===== config.mk =====
export PLATFORM = sky130hd
export DESIGN_NAME = priority_context_scheduler_top_flat
export DESIGN_NICKNAME = d
export VERILOG_FILES = /design/src/design/pcs_pkg.sv /design/src/design/pcs_if.sv /design/src/design/pcs_sub.sv /design/src/design/priority_context_scheduler_top.sv /design/src/flat_wrapper.sv
export VERILOG_INCLUDE_DIRS = /design/src /design/src/design
export SDC_FILE = /design/constraint.sdc
export NUM_CORES = 2
export LEC_CHECK = 0
export ABC_AREA = 1
export ABC_CLOCK_PERIOD_IN_PS = 16050
export BUFFER_PORTS_ARGS = -buffer_cell sky130_fd_sc_hd__buf_2
export CELL_PAD_IN_SITES_DETAIL_PLACEMENT = 0
export CELL_PAD_IN_SITES_GLOBAL_PLACEMENT = 1
export CORE_MARGIN = 2
export CORE_UTILIZATION = 54
export CTS_BUF_LIST = sky130_fd_sc_hd__clkbuf_8
export DETAILED_ROUTE_END_ITERATION = 12
export PLACE_DENSITY_LB_ADDON = 0.25
export SYNTH_ARGS = -nofsm -noshare
export SYNTH_HDL_FRONTEND = slang
export SYNTH_SLANG_ARGS = --single-unit

===== constraint.sdc =====
create_clock -name clk -period 16.05 [get_ports clk]
set_clock_uncertainty 0.05 [all_clocks]
set_input_delay 0.8025 -clock clk [delete_from_list [all_inputs] [get_ports clk]]
set_output_delay 0.8025 -clock clk [all_outputs]
set_load 0.03 [all_outputs]

===== src/design/assert_macros.svh =====
// assertion macros shared by the scheduler rtl
// no dependencies; checks compile out when SYNTH is defined
`ifndef ASSERT_MACROS_SVH
`define ASSERT_MACROS_SVH

`ifndef SYNTH
`define PCS_ASSERT(label, clk, rst_n, prop, msg) \
  label: assert property (@(posedge clk) disable iff (!rst_n) prop) else $error(msg);
`define PCS_ASSERT_NEXT(label, clk, rst_n, ante, cons, msg) \
  label: assert property (@(posedge clk) disable iff (!rst_n) (ante) |=> (cons)) else $error(msg);
`else
`define PCS_ASSERT(label, clk, rst_n, prop, msg)
`define PCS_ASSERT_NEXT(label, clk, rst_n, ante, cons, msg)
`endif

`endif


===== src/design/pcs_pkg.sv =====
// shared constants for the priority context scheduler
// field widths, operation codes and slot status codes; no dependencies
package pcs_pkg;

  localparam int NUM_SLOTS  = 8;
  localparam int SCAN_SLOTS = (NUM_SLOTS < 8) ? NUM_SLOTS : 8;
  localparam int TIDX_W     = (SCAN_SLOTS > 1) ? $clog2(SCAN_SLOTS) : 1;

  localparam int MODE_W = 4;
  localparam int SLOT_W = 3;
  localparam int PRIO_W = 8;
  localparam int ST_W   = 3;
  localparam int DL_W   = 64;
  localparam int WAKE_W = 32;

  // operation codes
  localparam logic [MODE_W-1:0] OP_CREATE  = 4'd0;
  localparam logic [MODE_W-1:0] OP_DESTROY = 4'd1;
  localparam logic [MODE_W-1:0] OP_SETST   = 4'd2;
  localparam logic [MODE_W-1:0] OP_SLEEP   = 4'd3;
  localparam logic [MODE_W-1:0] OP_PICK    = 4'd4;
  localparam logic [MODE_W-1:0] OP_NEXT    = 4'd5;
  localparam logic [MODE_W-1:0] OP_ACTIVE  = 4'd6;
  localparam logic [MODE_W-1:0] OP_LOAD    = 4'd7;
  localparam logic [MODE_W-1:0] OP_READ    = 4'd8;

  // slot status codes
  localparam logic [ST_W-1:0] ST_FREE     = 3'd0;
  localparam logic [ST_W-1:0] ST_IDLE     = 3'd1;
  localparam logic [ST_W-1:0] ST_RUNNABLE = 3'd2;
  localparam logic [ST_W-1:0] ST_RUNNING  = 3'd3;
  localparam logic [ST_W-1:0] ST_YIELDED  = 3'd4;
  localparam logic [ST_W-1:0] ST_SLEEPING = 3'd5;

  localparam logic [PRIO_W-1:0] SLOT0_PRIO = 8'd128;
  localparam logic [PRIO_W:0]   PRIO_NONE  = 9'd256;
  localparam logic [WAKE_W-1:0] WAKE_SAT   = 32'hFFFF_FFFE;
  localparam logic [WAKE_W-1:0] WAKE_NEVER = 32'hFFFF_FFFF;

endpackage


===== src/design/pcs_if.sv =====
// valid/ready channel interfaces for the scheduler operation and result items
// depends on pcs_pkg for the field widths
interface pcs_in_if;
  logic                         valid;
  logic                         ready;
  logic [pcs_pkg::MODE_W-1:0]   mode;
  logic [pcs_pkg::SLOT_W-1:0]   slot;
  logic [pcs_pkg::PRIO_W-1:0]   prio;
  logic [pcs_pkg::ST_W-1:0]     new_status;
  logic [pcs_pkg::DL_W-1:0]     time_ms;

  modport source (output valid, mode, slot, prio, new_status, time_ms, input ready);
  modport sink   (input valid, mode, slot, prio, new_status, time_ms, output ready);
endinterface

interface pcs_out_if;
  logic                         valid;
  logic                         ready;
  logic                         found;
  logic [pcs_pkg::SLOT_W-1:0]   slot_id;
  logic [pcs_pkg::WAKE_W-1:0]   wake_ms;
  logic [pcs_pkg::ST_W-1:0]     slot_state;
  logic [pcs_pkg::PRIO_W-1:0]   slot_prio;
  logic [pcs_pkg::DL_W-1:0]     slot_deadline;

  modport source (output valid, found, slot_id, wake_ms, slot_state, slot_prio,
                  slot_deadline, input ready);
  modport sink   (input valid, found, slot_id, wake_ms, slot_state, slot_prio,
                  slot_deadline, output ready);
endinterface


===== src/design/pcs_sub.sv =====
// shared 64-bit subtract and compare unit of the scheduler
// depends on pcs_pkg for the deadline width
module pcs_sub (
  input  logic [pcs_pkg::DL_W-1:0] a,
  input  logic [pcs_pkg::DL_W-1:0] b,
  output logic [pcs_pkg::DL_W-1:0] diff,
  output logic                     borrow,
  output logic                     is_zero
);
  import pcs_pkg::*;

  logic [DL_W:0] wide;

  assign wide    = {1'b0, a} - {1'b0, b};
  assign diff    = wide[DL_W-1:0];
  assign borrow  = wide[DL_W];   // a < b
  assign is_zero = (wide[DL_W-1:0] == '0);
endmodule


===== src/design/priority_context_scheduler_top.sv =====
// Priority context scheduler: a table of eight context slots (status,
// priority, 64-bit wake deadline) plus the active slot number. One operation
// item is taken at a time and gives exactly one result item. Create, pick and
// next-wake walk the slots one per cycle through a single 64-bit subtractor
// in S_SCAN, and next-wake then works out its answer in S_FIN; destroy,
// status, sleep, make-active, load and read act on one slot in S_ONE. A result
// waits in an output register, and the next item is accepted once the
// current result is loaded.
// depends on pcs_pkg, pcs_if, pcs_sub and assert_macros.svh
`include "assert_macros.svh"

module priority_context_scheduler_top (
  input  logic clk,
  input  logic rst_n,
  pcs_in_if.sink    in_ch,
  pcs_out_if.source out_ch
);
  import pcs_pkg::*;

  typedef enum logic [2:0] {S_IDLE, S_SCAN, S_ONE, S_FIN, S_DONE} state_t;

  localparam logic [SLOT_W-1:0] LAST_SLOT = SLOT_W'(SCAN_SLOTS - 1);

  state_t state_r;

  // slot tables
  logic [ST_W-1:0]   status_r   [SCAN_SLOTS];
  logic [PRIO_W-1:0] prio_r     [SCAN_SLOTS];
  logic [DL_W-1:0]   deadline_r [SCAN_SLOTS];
  logic [SLOT_W-1:0] active_r;

  // item being worked on
  logic [MODE_W-1:0] mode_r;
  logic [SLOT_W-1:0] slot_r;
  logic [PRIO_W-1:0] nprio_r;
  logic [ST_W-1:0]   nst_r;
  logic [DL_W-1:0]   time_r;
  logic [SLOT_W-1:0] idx_r;

  // scan bookkeeping
  logic [PRIO_W:0]   best_r;
  logic              any_r;
  logic              busy_r;
  logic [DL_W-1:0]   earliest_r;

  // result being built
  logic              res_found_r;
  logic [SLOT_W-1:0] res_id_r;
  logic [WAKE_W-1:0] res_wake_r;
  logic [ST_W-1:0]   res_st_r;
  logic [PRIO_W-1:0] res_prio_r;
  logic [DL_W-1:0]   res_dl_r;

  // output register
  logic              out_valid_r;
  logic              out_found_r;
  logic [SLOT_W-1:0] out_id_r;
  logic [WAKE_W-1:0] out_wake_r;
  logic [ST_W-1:0]   out_st_r;
  logic [PRIO_W-1:0] out_prio_r;
  logic [DL_W-1:0]   out_dl_r;

  logic [TIDX_W-1:0] cur_idx;
  logic [ST_W-1:0]   cur_st;
  logic [PRIO_W-1:0] cur_prio;
  logic [DL_W-1:0]   cur_dl;
  logic [DL_W-1:0]   sub_a;
  logic [DL_W-1:0]   sub_b;
  logic [DL_W-1:0]   sub_diff;
  logic              sub_borrow;
  logic              sub_zero;
  logic [ST_W-1:0]   pick_st;
  logic              pick_better;
  logic              slot_ok;
  logic              is_last;
  logic              scan_mode;
  logic              in_take;
  logic [WAKE_W-1:0] fin_wake;

  assign cur_idx  = idx_r[TIDX_W-1:0];
  assign cur_st   = status_r[cur_idx];
  assign cur_prio = prio_r[cur_idx];
  assign cur_dl   = deadline_r[cur_idx];
  assign slot_ok  = (int'(slot_r) < NUM_SLOTS);
  assign is_last  = (idx_r == LAST_SLOT);
  assign scan_mode = (in_ch.mode == OP_CREATE) || (in_ch.mode == OP_PICK) ||
                     (in_ch.mode == OP_NEXT);
  assign in_take  = in_ch.valid && in_ch.ready;

  // operand selection for the shared subtractor
  always_comb begin
    sub_a = time_r;
    sub_b = cur_dl;
    if (state_r == S_FIN) begin
      sub_a = earliest_r;
      sub_b = {{(DL_W-WAKE_W){1'b0}}, time_r[WAKE_W-1:0]};
    end else if (mode_r == OP_NEXT) begin
      sub_a = cur_dl;
      sub_b = earliest_r;
    end
  end

  pcs_sub u_sub (
    .a       (sub_a),
    .b       (sub_b),
    .diff    (sub_diff),
    .borrow  (sub_borrow),
    .is_zero (sub_zero)
  );

  // pick: wake expired sleepers and yielded slots, then rank by priority
  always_comb begin
    pick_st = cur_st;
    if ((cur_st == ST_SLEEPING && !sub_borrow) || cur_st == ST_YIELDED) begin
      pick_st = ST_RUNNABLE;
    end
    pick_better = (pick_st == ST_RUNNABLE) && ({1'b0, cur_prio} < best_r);
  end

  // next-wake answer from the earliest deadline
  always_comb begin
    if (busy_r) begin
      fin_wake = '0;
    end else if (!any_r) begin
      fin_wake = WAKE_NEVER;
    end else if (sub_borrow || sub_zero) begin
      fin_wake = '0;
    end else if (sub_diff[DL_W-1:WAKE_W] != '0 || sub_diff[WAKE_W-1:0] == WAKE_NEVER) begin
      fin_wake = WAKE_SAT;
    end else begin
      fin_wake = sub_diff[WAKE_W-1:0];
    end
  end

  always_ff @(posedge clk) begin
    if (!rst_n) begin
      state_r     <= S_IDLE;
      out_valid_r <= 1'b0;
      active_r    <= '0;
      for (int i = 0; i < SCAN_SLOTS; i++) begin
        status_r[i]   <= (i == 0) ? ST_IDLE : ST_FREE;
        prio_r[i]     <= (i == 0) ? SLOT0_PRIO : '0;
        deadline_r[i] <= '0;
      end
    end else begin
      if (out_valid_r && out_ch.ready && state_r != S_DONE) begin
        out_valid_r <= 1'b0;
      end
      case (state_r)
        S_IDLE: begin
          if (in_take) begin
            mode_r      <= in_ch.mode;
            slot_r      <= in_ch.slot;
            nprio_r     <= in_ch.prio;
            nst_r       <= in_ch.new_status;
            time_r      <= in_ch.time_ms;
            idx_r       <= scan_mode ? '0 : in_ch.slot;
            best_r      <= PRIO_NONE;
            any_r       <= 1'b0;
            busy_r      <= 1'b0;
            earliest_r  <= '0;
            res_found_r <= 1'b0;
            res_id_r    <= '0;
            res_wake_r  <= '0;
            res_st_r    <= '0;
            res_prio_r  <= '0;
            res_dl_r    <= '0;
            state_r     <= scan_mode ? S_SCAN : S_ONE;
          end
        end
        S_SCAN: begin
          case (mode_r)
            OP_CREATE: begin
              if (cur_st == ST_FREE) begin
                status_r[cur_idx]   <= ST_IDLE;
                prio_r[cur_idx]     <= nprio_r;
                deadline_r[cur_idx] <= '0;
                res_found_r         <= 1'b1;
                res_id_r            <= idx_r;
                state_r             <= S_DONE;
              end else if (is_last) begin
                state_r <= S_DONE;
              end else begin
                idx_r <= idx_r + SLOT_W'(1);
              end
            end
            OP_PICK: begin
              status_r[cur_idx] <= pick_st;
              if (pick_better) begin
                best_r      <= {1'b0, cur_prio};
                res_found_r <= 1'b1;
                res_id_r    <= idx_r;
              end
              if (is_last) begin
                state_r <= S_DONE;
              end else begin
                idx_r <= idx_r + SLOT_W'(1);
              end
            end
            default: begin
              if (cur_st == ST_RUNNABLE || cur_st == ST_RUNNING || cur_st == ST_YIELDED) begin
                busy_r  <= 1'b1;
                state_r <= S_FIN;
              end else begin
                if (cur_st == ST_SLEEPING && (!any_r || sub_borrow)) begin
                  earliest_r <= cur_dl;
                  any_r      <= 1'b1;
                end
                if (is_last) begin
                  state_r <= S_FIN;
                end else begin
                  idx_r <= idx_r + SLOT_W'(1);
                end
              end
            end
          endcase
        end
        S_ONE: begin
          case (mode_r)
            OP_DESTROY: begin
              if (slot_ok && slot_r != active_r) begin
                status_r[cur_idx]   <= ST_FREE;
                prio_r[cur_idx]     <= '0;
                deadline_r[cur_idx] <= '0;
              end
            end
            OP_SETST: begin
              if (slot_ok && nst_r <= ST_SLEEPING) begin
                status_r[cur_idx] <= nst_r;
              end
            end
            OP_SLEEP: begin
              if (slot_ok) begin
                status_r[cur_idx]   <= ST_SLEEPING;
                deadline_r[cur_idx] <= time_r;
              end
            end
            OP_ACTIVE: begin
              if (slot_ok) begin
                active_r <= slot_r;
              end
            end
            OP_LOAD: begin
              if (slot_ok && slot_r == active_r) begin
                status_r[cur_idx] <= ST_RUNNABLE;
              end
            end
            OP_READ: begin
              if (slot_ok) begin
                res_st_r   <= cur_st;
                res_prio_r <= cur_prio;
                res_dl_r   <= cur_dl;
              end
            end
            default: begin
            end
          endcase
          state_r <= S_DONE;
        end
        S_FIN: begin
          res_wake_r <= fin_wake;
          state_r    <= S_DONE;
        end
        S_DONE: begin
          if (!out_valid_r || out_ch.ready) begin
            out_valid_r <= 1'b1;
            out_found_r <= res_found_r;
            out_id_r    <= res_id_r;
            out_wake_r  <= res_wake_r;
            out_st_r    <= res_st_r;
            out_prio_r  <= res_prio_r;
            out_dl_r    <= res_dl_r;
            state_r     <= S_IDLE;
          end
        end
        default: begin
          state_r <= S_IDLE;
        end
      endcase
    end
  end

  assign in_ch.ready          = (state_r == S_IDLE);
  assign out_ch.valid         = out_valid_r;
  assign out_ch.found         = out_found_r;
  assign out_ch.slot_id       = out_id_r;
  assign out_ch.wake_ms       = out_wake_r;
  assign out_ch.slot_state    = out_st_r;
  assign out_ch.slot_prio     = out_prio_r;
  assign out_ch.slot_deadline = out_dl_r;

  `PCS_ASSERT_NEXT(a_one_at_a_time, clk, rst_n, in_take, !in_ch.ready, "item accepted while busy")
  `PCS_ASSERT(a_found_mode, clk, rst_n, (state_r == S_DONE && res_found_r) |-> (mode_r == OP_CREATE || mode_r == OP_PICK), "found set outside create or pick")
  `PCS_ASSERT(a_wake_mode, clk, rst_n, (state_r == S_DONE && res_wake_r != '0) |-> (mode_r == OP_NEXT), "wake answer outside next wake")
endmodule

===== src/flat_wrapper.sv =====
// flat-port wrapper written by rule: the top's interface ports become plain ports
module priority_context_scheduler_top_flat import pcs_pkg::*;
  (clk, rst_n, in_ch_valid, in_ch_mode, in_ch_slot, in_ch_prio, in_ch_new_status, in_ch_time_ms, in_ch_ready, out_ch_valid, out_ch_found, out_ch_slot_id, out_ch_wake_ms, out_ch_slot_state, out_ch_slot_prio, out_ch_slot_deadline, out_ch_ready);
  pcs_in_if in_ch_i ();
  pcs_out_if out_ch_i ();
  input  logic clk;
  input  logic rst_n;
  input wire logic [$bits(in_ch_i.valid)-1:0] in_ch_valid;
  input wire logic [$bits(in_ch_i.mode)-1:0] in_ch_mode;
  input wire logic [$bits(in_ch_i.slot)-1:0] in_ch_slot;
  input wire logic [$bits(in_ch_i.prio)-1:0] in_ch_prio;
  input wire logic [$bits(in_ch_i.new_status)-1:0] in_ch_new_status;
  input wire logic [$bits(in_ch_i.time_ms)-1:0] in_ch_time_ms;
  output wire logic [$bits(in_ch_i.ready)-1:0] in_ch_ready;
  output wire logic [$bits(out_ch_i.valid)-1:0] out_ch_valid;
  output wire logic [$bits(out_ch_i.found)-1:0] out_ch_found;
  output wire logic [$bits(out_ch_i.slot_id)-1:0] out_ch_slot_id;
  output wire logic [$bits(out_ch_i.wake_ms)-1:0] out_ch_wake_ms;
  output wire logic [$bits(out_ch_i.slot_state)-1:0] out_ch_slot_state;
  output wire logic [$bits(out_ch_i.slot_prio)-1:0] out_ch_slot_prio;
  output wire logic [$bits(out_ch_i.slot_deadline)-1:0] out_ch_slot_deadline;
  input wire logic [$bits(out_ch_i.ready)-1:0] out_ch_ready;
  assign in_ch_i.valid = in_ch_valid;
  assign in_ch_i.mode = in_ch_mode;
  assign in_ch_i.slot = in_ch_slot;
  assign in_ch_i.prio = in_ch_prio;
  assign in_ch_i.new_status = in_ch_new_status;
  assign in_ch_i.time_ms = in_ch_time_ms;
  assign in_ch_ready = in_ch_i.ready;
  assign out_ch_valid = out_ch_i.valid;
  assign out_ch_found = out_ch_i.found;
  assign out_ch_slot_id = out_ch_i.slot_id;
  assign out_ch_wake_ms = out_ch_i.wake_ms;
  assign out_ch_slot_state = out_ch_i.slot_state;
  assign out_ch_slot_prio = out_ch_i.slot_prio;
  assign out_ch_slot_deadline = out_ch_i.slot_deadline;
  assign out_ch_i.ready = out_ch_ready;
  priority_context_scheduler_top u_core (.clk(clk), .rst_n(rst_n), .in_ch(in_ch_i), .out_ch(out_ch_i));
endmodule

[Word-level counts from Yosys, hierarchy flattened]
Memories as Yosys holds them, arrays and structs flattened. A register that Yosys moved wholly into a read port is not among the register bits.
Cells that the tools add are included.
Storage, ports and cells
  register bits after elaboration: 389
  memory bits (writable): 600
  input port bits: 86
  output and inout bits: 113
  word-level logic and storage cells: 234
  memories kept: 3
Memory list
  u_core.deadline_r: depth 8, width 64, rd ports 1, clocked after memory_dff 1, write ports 8, line priority_context_scheduler_top.sv:29  | logic [DL_W-1:0] deadline_r [SCAN_SLOTS];
  u_core.prio_r: depth 8, width 8, rd ports 1, clocked after memory_dff 1, write ports 8, line priority_context_scheduler_top.sv:28  | logic [PRIO_W-1:0] prio_r [SCAN_SLOTS];
  u_core.status_r: depth 8, width 3, rd ports 1, clocked after memory_dff 1, write ports 8, line priority_context_scheduler_top.sv:27  | logic [ST_W-1:0] status_r [SCAN_SLOTS];
Operators by class
  $add $sub $neg: 2
  magnitude comparators: 2
  eq/ne operators: 39
  muxes and demuxes: 112
  bitwise logic cells: 8
  reduce and logical (&&, ||, !) cells: 43
Operator list (count)
  two-way mux 64 bit: 12
  one-hot mux 64 bit (2 select lines): 2
  two-way mux 32 bit: 5
  two-way mux 3 bit: 28
  subtractor 64 x 64 -> 65 bit: 1
  logical NOT 64 bit: 1
  one-hot mux 32 bit (2 select lines): 1
  OR reduction 64 bit: 1
  two-way mux 1 bit: 43
  one-hot mux 3 bit (2 select lines): 6
  == test 32 bit (second input constant): 1
  two-way mux 8 bit: 4
  nonzero test 32 bit: 1
  two-way mux 9 bit: 3
  == test 4 x 3 -> 1 bit (second input constant): 6
  one-hot mux 9 bit (2 select lines): 1
  one-hot mux 8 bit (2 select lines): 1
  == test 3 x 2 -> 1 bit (second input constant): 5
  AND reduction 5 bit: 3
  == test 3 bit (second input constant): 4
  != test 2 x 1 -> 1 bit (second input constant): 6
  one-hot mux 3 bit (4 select lines): 1
  AND reduction 3 bit: 4
  AND reduction 6 bit: 2
  other kinds (29): 64

[Longest topological paths before layout]
  depth in word-level cells: 14
  depth in mapped cells: 34
  gate-level depth less buffers: 32

[By module]
Synthesis repeated with hierarchy kept, for this count alone.
Second synthesis, totals
  cells, all modules: 5163
  area, all modules: 48990.7 µm²
Modules (own cells, without submodules)
  priority_context_scheduler_top: instances 1, cells each 3736, area each 42393.2 µm², sequential area each 29688.5 µm²
  pcs_sub: instances 1, cells each 1427, area each 6597.6 µm², sequential area each 0.0 µm²

[Worst setup path after synthesis]
Ideal clock, no wire load.
  path type: input -> register
  start: in in_ch_valid
  end: reg u_core.res_dl_r[0], enable pin
  library setup time: 0.693 ns
  arrival: 8.043 ns
  required time: 15.307 ns
  path slack: 7.263 ns
  cell stages on the path: 4
  buffers on the path: 0
  path through: inv_1 nand2_1 nand2_1 nor4_1
On the way
  word-level cells in the longest chain between the ends: 3
Ends and longest elaborated chain
  from (decl): line flat_wrapper.sv:8  | input wire logic [$bits(in_ch_i.valid)-1:0] in_ch_valid;
  logical AND 1 bit: line priority_context_scheduler_top.sv:88  | assign in_take = in_ch.valid && in_ch.ready;
  != test 2 bit (no line)
  AND reduction 4 bit (no line)
  to (signal assigned): line priority_context_scheduler_top.sv:252  | res_dl_r <= cur_dl;
  to (decl): line priority_context_scheduler_top.sv:52  | logic [DL_W-1:0] res_dl_r;
Every way passes these cells.
A chain may end at the register's enable or synchronous reset.

==> metrics.md <==
| Metric | Value |
|---|---|
| WHS Endpoint | u_core.time_r[56]$_DFFE_PP_ |
| Root Buffer | clkbuf_8 |
| Residual DRC | 0 |
| Area of the core | 0.0897 mm² |
| Vias/cell | ~5.7 |
| Power density cells | roughly 210 mW/mm² |
| Reg2Reg Depth | 21 |
| Cell area after placement | 0.0508 mm² |
| Slew headroom | 0.166 |
| Reg2reg end | u_core.res_wake_r[19]$_SDFFCE_PP0P_ |
| Vias in the first global route | 37300 |
| Hold Crit Start | in_ch_time_ms[56] |
| Die area | 0.0928 mm² |
| Iter 0 DRT Violations | 4814 |
| Clk Latency, worst-skew pair | 0.87 ns |
| Share of the synthesized area in the top cell type | 0.604 |
| CTS tree | yes |
| Critical Path RT | 16.54 ns |
| Drt first pass iters | 6 |
| Outcome | finished clean |
| Cell taking the most area after synthesis | edfxtp_1 |
| Final setup viols | 0 |
| Peak supply drop | 0.121 mV |
| RSZ-0062 raised after global routing | false |
| CP Class | register to register |
| GRT met3 Usage | 0.0542 |
| CP Cell Sequence | buf_4 > buf_4 > o21ai_0 > o221ai_1 > o21ai_0 > a21oi_1 > a21oi_1 > ha_1 > nand2_1 > nor2_1 > inv_1 > nor3_1 > nand2_1 > nand2_1 > xnor2_1 > nor2b_1 > nand4_1 > nor2_1 > nand3_1 > nand3_1 > a21oi_1 |
| Worst setup EP type | register |
| CTS HTree Levels | 4 |
| WP data arrival | 7.99 ns |
| Via Count | around 39000 |
| Crit. path cell count | 21 |
| Met2 Use GR | 0.521 |
| Synthesized instance count | approximately 5300 |
| GP Congestion | 0.996 |
| Antenna violations before repair | 3 |
| Port buffer count | 198 |
| Grt total ovfl | 0 |
| Post-Syn Nets | roughly 5400 |
| Cell depth of the worst min-delay path | 1 |
| Met1 Usage GRT | 0.450 |
| TritonCTS buffer count | about 170 |
| Max Cap Viol | 0 |
| CP Launch Type | register |
| Flop2flop setup slack | 8.55 ns |
| Area grow syn2layout | 10.2% |
| Post-CTS Hold Fix Bufs | 0 |
| Slew Limit Fails | 0 |
| Fill count | just under 8000 |
| Top FF cell, synth | edfxtp_1 |
| Setup tns final | 0 ns |
| GR peak layer | met2 |
| Post-Syn Area | 0.0488 mm² |
| Synth top area cells | edfxtp_1 60%, nor2_1 9.6%, nand2_1 7.8% |
| Lkg Pwr | 21.7 nW |
| Largest net degree at the start of global routing | ~190 |
| Row cnt | 110 |
| Share of layout cells above drive strength 1 | 0.0936 |
| Post-layout net count | 5600 |
| HP Class | primary input to register |
| Worst path top cell family by delay | simple AND/OR/NAND/NOR gates |
| Period minus WS final | 7.50 ns |
| Buf/Inv on CP | 3 |
| YS warnings | 0 |
| DP HPWL | ~100 mm |
| Final period util | 0.467 |
| GRT Total Usage | 0.329 |
| Die H | 305 µm |
| Final hold vios | 0 |
| Die Width | approximately 300 µm |
| Post-CTS Setup Bufs | 0 |
| Post-CTS sizing | 0 |
| Seq/Total Area, Yosys | 0.608 |
| Design area | 0.0538 mm² |
| Effective utilization at floorplan | 0.544 |
| Unique masters post-synth | 48 |
| Clock buffer depth | 3 |
| Post-synth EDFFs | 982 |
| Max stage delay on crit path | between 0.8 and 0.9 ns |
| Mapped Avg Cell Area | 9.23 µm² |
| Slowest CP cell | nand3_1 |
| Wirelength per Cell | 22.8 µm |
| Worst Tran Pin Value | 1.25 ns |
| # IOs | 199 |
| WL final | 154 mm |
| FMAX | 0.133 GHz |
| Yosys reg bits | 992 |
| Worst Path Max Fanout | 77 |
| CTS Sinks | 992 |
| First-pass GRT wire length | 230 mm |
| Asr flop ratio synth | 0 |
| Clock-pin transition on the worst setup and hold timing paths | 0.06 ns |
| Antenna-violating nets left | 0 |
state kept, by name, indices dropped and copies added (netlist names), 3 cells and up, named ones only:
name	cells
u_core.res_wake_r	32
u_core.active_r	3
u_core.out_ch.slot_id	3
u_core.out_ch.wake_ms	32
u_core.res_id_r	3
u_core.res_st_r	3
u_core.status_r	24
u_core.out_ch.slot_deadline	64
u_core.cur_idx	3
u_core.time_r	64
u_core.nprio_r	8
u_core.best_r	9
u_core.earliest_r	64
u_core.state_r	3
u_core.res_prio_r	8
u_core.out_ch.slot_prio	8
u_core.slot_r	3
u_core.mode_r	4
u_core.nst_r	3
u_core.out_ch.slot_state	3
u_core.prio_r	64
u_core.deadline_r	512
u_core.res_dl_r	64
synthesized netlist by cell type, types with 17 or more instances:
cell type / number
nand4_1: 17
o221ai_1: 36
clkbuf_1: 223
o211ai_1: 38
nor3_1: 25
o21a_1: 29
nand2_1: 1012
o21ai_0: 423
inv_1: 498
nand3_1: 156
ha_1: 72
a21oi_1: 229
o22ai_1: 119
edfxtp_1: 982
nor2_1: 1251
buf_1: 23
xnor2_1: 19
layout make-up:
class	count	area [µm²]	share of cell area
sequential	992	29700	0.552
multi-input combinational	3525	16300	0.303
clock buffer	169	2330	0.0432
inverter	505	1910	0.0355
tap	1176	1470	0.0273
timing repair buffer	252	1410	0.0262
clock inverter	126	677	0.0126
antenna	2	5.00	0.0000930
cells by family after synthesis:
| group | count (synthesis) | synth area share |
|---|---|---|
| adders and majority gates | 73 | 0.0189 |
| buffers and inverters | 773 | 0.0608 |
| and+or+nand+nor | 2529 | 0.205 |
| AOI/OAI and AO/OA | 891 | 0.101 |
| DFF | 992 | 0.608 |
| xor gates and xnor gates | 32 | 0.00589 |
metal layers:
| layer | wire (µm) | vias up |
|---|---|---|
| met2 | 70100 | 1883 |
| met1 | 63000 | 18500 |
| met3 | 14000 | 294 |
| li1 | - | 18100 |
| met4 | 6730 | 2 |
| met5 | 12 | - |
metrics by stage:
step	setup slack [ns]	std cells	total power, mW	hold slack [ns]	utilization
final	8.55	6747	11.6	0.0681	0.600
after CTS	8.78	6745	11.5	0.0152	0.600
after floorplan	7.26	5290	7.35	0.350	-
after global routing	8.10	6746	12.3	0.0378	0.600
after global placement	8.85	6450	9.40	0.351	0.566
after detailed placement	8.84	6450	9.41	0.355	0.566
power breakdown:
group          switching [mW]  total [mW]  internal [mW]  leakage [nW]
Sequential              0.163        3.39           3.23          9.86
Clock                    1.05        2.09           1.03          1.75
Combinational            4.46        6.08           1.62          10.1
how the worst max path moves through the flow:
stage                            from                                  end
after detailed placement     register       u_core.best_r[1]$_SDFFCE_PN0P_
after floorplan           in_ch_valid     u_core.res_dl_r[0]$_SDFFCE_PP0P_
after global placement       register       u_core.best_r[1]$_SDFFCE_PN0P_
after CTS                    register  u_core.res_wake_r[19]$_SDFFCE_PP0P_
final                        register  u_core.res_wake_r[19]$_SDFFCE_PP0P_
after global routing         register   u_core.res_wake_r[5]$_SDFFCE_PP0P_
layout by cell type (no fill, tap or decap), types with 25 or more instances in the layout:
master / netlist / final
a21oi_1: 229 / 228
buf_2: 16 / 198
buf_4: 0 / 53
clkbuf_8: 0 / 169
clkinv_1: 2 / 41
edfxtp_1: 982 / 982
ha_1: 72 / 72
inv_1: 498 / 547
nand2_1: 1012 / 1011
nand3_1: 156 / 156
nor2_1: 1251 / 1248
nor3_1: 25 / 25
o211ai_1: 38 / 38
o21a_1: 29 / 29
o21ai_0: 423 / 415
o221ai_1: 36 / 36
o22ai_1: 119 / 119
Note: power is estimated with default switching activity, not from simulation.
